===== src/design/prr_pkg.sv =====
`timescale 1ns / 1ps
// ----------------------------------------------------------------------------
// prr_pkg: shared types and constants of the polyphase rational resampler
// The package holds the operation codes, the queue entry and the fixed
// field widths of the resampler.
// ----------------------------------------------------------------------------
package prr_pkg;

  localparam int SampleW = 16;
  localparam int TapW    = 18;
  localparam int AddrW   = 14;
  localparam int LW      = 9;
  localparam int MW      = 13;
  localparam int MLimit  = 4096;

  typedef enum logic {
    OP_SAMPLE = 1'b0,
    OP_TAP    = 1'b1
  } op_e;

  typedef enum logic {
    REG_INTERP = 1'b0,
    REG_DECIM  = 1'b1
  } cfg_reg_e;

  typedef struct packed {
    op_e                        op;
    logic signed [SampleW-1:0]  sample;
    logic [AddrW-1:0]           addr;
    logic signed [TapW-1:0]     tap;
  } cmd_t;

  typedef enum logic [2:0] {
    ST_IDLE,
    ST_MAC,
    ST_DRAIN,
    ST_OUT,
    ST_SKIP
  } back_state_e;

endpackage


===== src/design/prr_front.sv =====
`timescale 1ns / 1ps
// ----------------------------------------------------------------------------
// prr_front: input stage and command queue
// Accepts items, tags them by operation and holds them in a short FIFO
// that the back end drains at its own pace.
// ----------------------------------------------------------------------------
module prr_front (
  input  logic                      clk_i,
  input  logic                      rst_ni,
  input  logic                      in_valid_i,
  output logic                      in_stall_o,
  input  logic                      operation_i,
  input  logic signed [15:0]        sample_in_i,
  input  logic [13:0]               tap_address_i,
  input  logic signed [17:0]        tap_value_i,
  output logic                      cmd_valid_o,
  input  logic                      cmd_pop_i,
  output prr_pkg::cmd_t             cmd_o
);
  import prr_pkg::*;

  cmd_t       fifo_q [2];
  logic       wr_ptr_q, rd_ptr_q;
  logic [1:0] cnt_q;
  logic       push;
  cmd_t       cmd_in;

  assign in_stall_o  = (cnt_q == 2'd2);
  assign push        = in_valid_i && !in_stall_o;
  assign cmd_valid_o = (cnt_q != 2'd0);
  assign cmd_o       = fifo_q[rd_ptr_q];

  always_comb begin
    cmd_in.op     = op_e'(operation_i);
    cmd_in.sample = sample_in_i;
    cmd_in.addr   = tap_address_i;
    cmd_in.tap    = tap_value_i;
  end

  always_ff @(posedge clk_i) begin
    if (push) begin
      fifo_q[wr_ptr_q] <= cmd_in;
    end
  end

  always_ff @(posedge clk_i or negedge rst_ni) begin
    if (!rst_ni) begin
      wr_ptr_q <= 1'b0;
      rd_ptr_q <= 1'b0;
      cnt_q    <= 2'd0;
    end else begin
      if (push) wr_ptr_q <= ~wr_ptr_q;
      if (cmd_pop_i) rd_ptr_q <= ~rd_ptr_q;
      cnt_q <= cnt_q + {1'b0, push} - {1'b0, cmd_pop_i};
    end
  end

  assert property (@(posedge clk_i) disable iff (!rst_ni) cmd_pop_i |-> cmd_valid_o)
    else $error("pop from empty queue");
  assert property (@(posedge clk_i) disable iff (!rst_ni) cnt_q <= 2'd2)
    else $error("queue count overflow");
  assert property (@(posedge clk_i) disable iff (!rst_ni)
    (push && !cmd_pop_i) |=> cnt_q == $past(cnt_q) + 2'd1)
    else $error("queue count not advanced on push");

endmodule


===== config.mk =====
export PLATFORM = sky130hd
export DESIGN_NAME = prr_front
export DESIGN_NICKNAME = d
export VERILOG_FILES = /design/src/design/prr_pkg.sv /design/src/design/prr_front.sv
export SDC_FILE = /design/constraint.sdc
export NUM_CORES = 1
export LEC_CHECK = 0
export BUFFER_PORTS_ARGS = -buffer_cell sky130_fd_sc_hd__clkbuf_2
export CORE_ASPECT_RATIO = 1.25
export CORE_MARGIN = 8
export CORE_UTILIZATION = 52
export CTS_CLUSTER_DIAMETER = 60
export CTS_CLUSTER_SIZE = 20
export DETAILED_ROUTE_END_ITERATION = 16
export GPL_ROUTABILITY_DRIVEN = 0
export PLACE_DENSITY = 0.79
export SLEW_MARGIN = 20
export SYNTH_ARGS = -nofsm -noshare
export SYNTH_HDL_FRONTEND = slang
export SYNTH_SLANG_ARGS = --single-unit

===== constraint.sdc =====
create_clock -name clk_i -period 4.15 [get_ports clk_i]
set_input_delay 0.83 -clock clk_i [delete_from_list [all_inputs] [get_ports clk_i]]
set_output_delay 0.83 -clock clk_i [all_outputs]
set_load 0.05 [all_outputs]

# Word level (Yosys, flattened, before mapping)
# Memories as Yosys holds them, arrays and structs flattened.
# Cells that the tools add are included.
dict set report op_classes {
  add_sub_neg 2
  n_eq_ne 1
  mux 2
  n_bitwise 2
  reduce_logical 3
}
# op n
set op_table {}
lappend op_table {{$add A2 B1 Y2} 1}
lappend op_table {{$eq A2 B2 Y1 const B} 1}
lappend op_table {{$mux W1} 2}
lappend op_table {{$not A1 Y1} 2}
lappend op_table {{$reduce_bool A2 Y1} 1}
lappend op_table {{$sub A2 B1 Y2} 1}
lappend op_table {{$logic_and A1 B1 Y1} 1}
lappend op_table {{$logic_not A1 Y1} 1}
dict set report word_totals {
  reg_bits 4
  ramBits 98
  inputBits 53
  elab_cells 14
  memories 1
}
# memory words width read_ports rd_clocked_by_memory_dff wr line_no
set mem_list {}
lappend mem_list {fifo_q 2 49 1 0 1 prr_front.sv:22} ;# cmd_t fifo_q [2];

# Depth between registers and ports, before layout
dict set report depth {
  ltp_word 5
  mapped_depth 7
}

# Least setup slack after synthesis
# OpenSTA, ideal clock, no wires.
dict set report synth_path {
  path_type {input-to-reg}
  start {input port in_valid_i}
  end {memory fifo_q[0][0] in the netlist's numbering (enable)}
  setup_time_ns 0.456
  arrival_time_ns 2.980
  required_time_ns 3.694
  slack_ns 0.714
  cell_stages 2
  n_path_buf 0
  path_cell_list {nand2_1 > nor2_1}
}
dict set report synth_via {
  elab_chain_cells 3
}
# item line_no
set synth_rtl {}
lappend synth_rtl {{start: declaration} prr_front.sv:10} ;# input logic in_valid_i,
lappend synth_rtl {{$logic_and A1 B1 Y1} prr_front.sv:29} ;# assign push = in_valid_i && !in_stall_o;
lappend synth_rtl {{$mux W1} prr_front.sv:41} ;# if (push) begin
lappend synth_rtl {{$mux W1 (implied by the code)} prr_front.sv:42} ;# fifo_q[wr_ptr_q] <= cmd_in;
lappend synth_rtl {{end: declaration} prr_front.sv:22}
# Every way passes these cells.

==> flow_summary.toml <==
[sta]
drv_slew = 0
setup_tns_ps = 0
finalSetupViolCount = 0
rsz0062_at_grt = "false"
fin_worst_skew_ps = 8.076
relSlewSlack_pct = 38.65
fmax_mhz = 351.0
fin_crit_sh_pct = 68.66
worst_slew_pin_slew_ps = 920.2
min_period_ps = 2849
hold_viol = 0

[setup_path]
cp-end-kind = "primary output"
start_kind = "flop"
cpLargestDelayFamily = "flip-flops"
cp_slowest_cell = "dfrtp_4"
crit_required_ps = 3320
arrival_ps = 2020
critPathLaunch = "rd_ptr_q$_DFFE_PN0P_"
critPathMaxFanout = 50
max_stage_delay_ps = 1040
reg2reg_from = "cnt_q[1]$_DFF_PN0_"
rr_endpoint = "fifo_q[0][0]$_DFFE_PP_"
r2r_cells = 4
r2r_setup_slack_ps = 2250
path_cells = "mux2_4 > clkbuf_2"
path_buf_inv = 1
crit_type = "reg -> out"

[run_status]
status = "finished, final reports clean"

[cells_and_area]
drive_above_1_share_pct = 60.70
area_delta_synth_final_pct = 18.75
n_antenna_cell = 0
post-route-util_pct = 63.92
num-fill-cells = 565
nets = 335

[global_route]
grt_overflow = 0
track_usage_pct = 12.97
grt_first_pass_wirelength_mm = 10.26
grt_start_max_net_pins = 51
antenna_found_initial = 0
grt_pass1_vias = 2092

[logic_synthesis]
synth_most_common_cell = "edfxtp_1"
synth_common_cells = "98 x edfxtp_1, 49 x mux2_4, 5 x buf_12, 4 x dfrtp_1, 3 x xnor2_1"
synth_area_leaders = "edfxtp_1 74%, mux2_4 18%, buf_12 2.5%"
yosysSeqAreaShare_pct = 76.38
postSynthAreaPerCell_um2 = 23.43
yosysWarnings = 0
synth_fp_nets = 225
ys.flop_type = "edfxtp_1"
netlist_area_um2 = 3984
yosysTopAreaCellShare_pct = 73.87
syn-instance-count = 170
synth_seq_cells = 102
synth.largest_area_cell = "edfxtp_1"
synth-edff-count = 98
ys_types = 14
synthArstFlopShare_pct = 3.922

[clock_tree]
numCtsBuffers = 9
clk_pin_slew_ps = 90
cts_tree = "done"
cts_setup_buffers = 0
cts_hold_buf = 0
clk_latency_ps = 350
cts-htree-levels = 3
cts_root_buffer = "clkbuf_8"
clkSinkCount = 102
post_cts_resized = 0
cts.path.max_buffers = 2

[detailed_routing]
firstDrtPassIters = 4
vias = 1875
via_per_inst = 4.973
routedWlPerCell_um = 17.97
drtIter0Drc = 94
drt-total-wl_mm = 6.773
drc_errors = 0
ant_nets = 0

[die]
core-area_um2 = 7401
die_h_um = 113.9
initial_core_util_pct = 53.83
pin_count = 104
dieArea_um2 = 10740
row_count = 35
die_x_um = 94.29

[power]
peakVddDrop_v = 0.0008776
p_per_area_nw_per_um2 = 823.5
power_mw = 3.896
power.leakage_nw = 1.947

[placement]
port_buffers = 103
hpwl_mm = 4.789

[flow_run]
cap_violations = 0

[worst_hold_path]
hp-class = "in -> async"
routing by layer:
metal  routed length, um  global-route usage, %  vias up  share of wire, %
li1                    -                      -      883                 -
met1                2391                  12.36      922                35
met2                3820                  23.47       61                56
met3                 445                  4.862        9               6.6
met4                 115                  6.257        0               1.7
met5                   0                      0        -                 0
power breakdown:
group	internal (mW)	total, mW	switching [mW]
sequential	1.41	1.60	0.195
combinational	0.571	1.69	1.12
clock	0.281	0.600	0.319
registers in the layout, indices dropped and copies added (netlist names):
name      count
wr_ptr_q      1
rd_ptr_q      1
cnt_q         2
fifo_q       98
cells in the final DEF, fill, tap and decap left out:
cell / count
buf_4: 2
inv_1: 2
mux2_4: 49
and3_4: 1
clkinv_1: 1
clkbuf_8: 9
ha_1: 2
clkinv_2: 1
clkbuf_2: 103
clkinv_4: 1
xor2_1: 1
dfrtp_1: 3
dfrtp_4: 1
clkinvlp_4: 1
xnor2_1: 3
edfxtp_1: 98
nor2_4: 1
inv_6: 2
nand2_1: 1
nand2b_1: 1
bufinv_16: 1
or2_2: 1
stage by stage:
| step | worst slack, ps | hold WS [ps] | cells | cell area (um^2) |
|---|---|---|---|---|
| 6_report | 1301 | 273.5 | 377 | 4731 |
| 5_1_grt | 1199 | 249.1 | 377 | 4731 |
| 4_1_cts | 1256 | 254.0 | 377 | 4731 |
| 3_5_place_dp | 1657 | 510.7 | 361 | 4534 |
| 3_3_place_gp | 1646 | 495.6 | 361 | 4531 |
| 2_1_floorplan | 714.3 | 460.4 | 170 | 3984 |
how the worst max path moves through the flow:
stage | end | slack (ps) | depth (start not counted)
2_1_floorplan | fifo_q[0][0]$_DFFE_PP_ | 710 | 2
3_3_place_gp | cmd_o[46] | 1650 | 2
3_5_place_dp | cmd_o[46] | 1660 | 2
4_1_cts | cmd_o[46] | 1260 | 2
5_1_grt | cmd_o[46] | 1200 | 2
6_report | cmd_o[38] | 1300 | 2
cell families after synthesis:
group	after synthesis	share of synthesized area, %
xor gates and xnor gates	4	0.8796
adders and majority gates	2	0.6280
buffers and inverters	8	2.984
DFF	102	76.38
muxes	49	18.47
and+or+nand+nor	5	0.6597
final cells by class:
cell class              count  area [um^2]  area share (%)
flip-flops and latches    102         3047           64.40
multi-input cells          60        834.6           17.64
repair buffers            105        530.5           11.21
clock buffers               9        123.9           2.618
well taps                  92        115.1           2.433
clock inverters             7        72.57           1.534
inverters                   2        7.507          0.1587
Power figures use the tool's default switching activity.
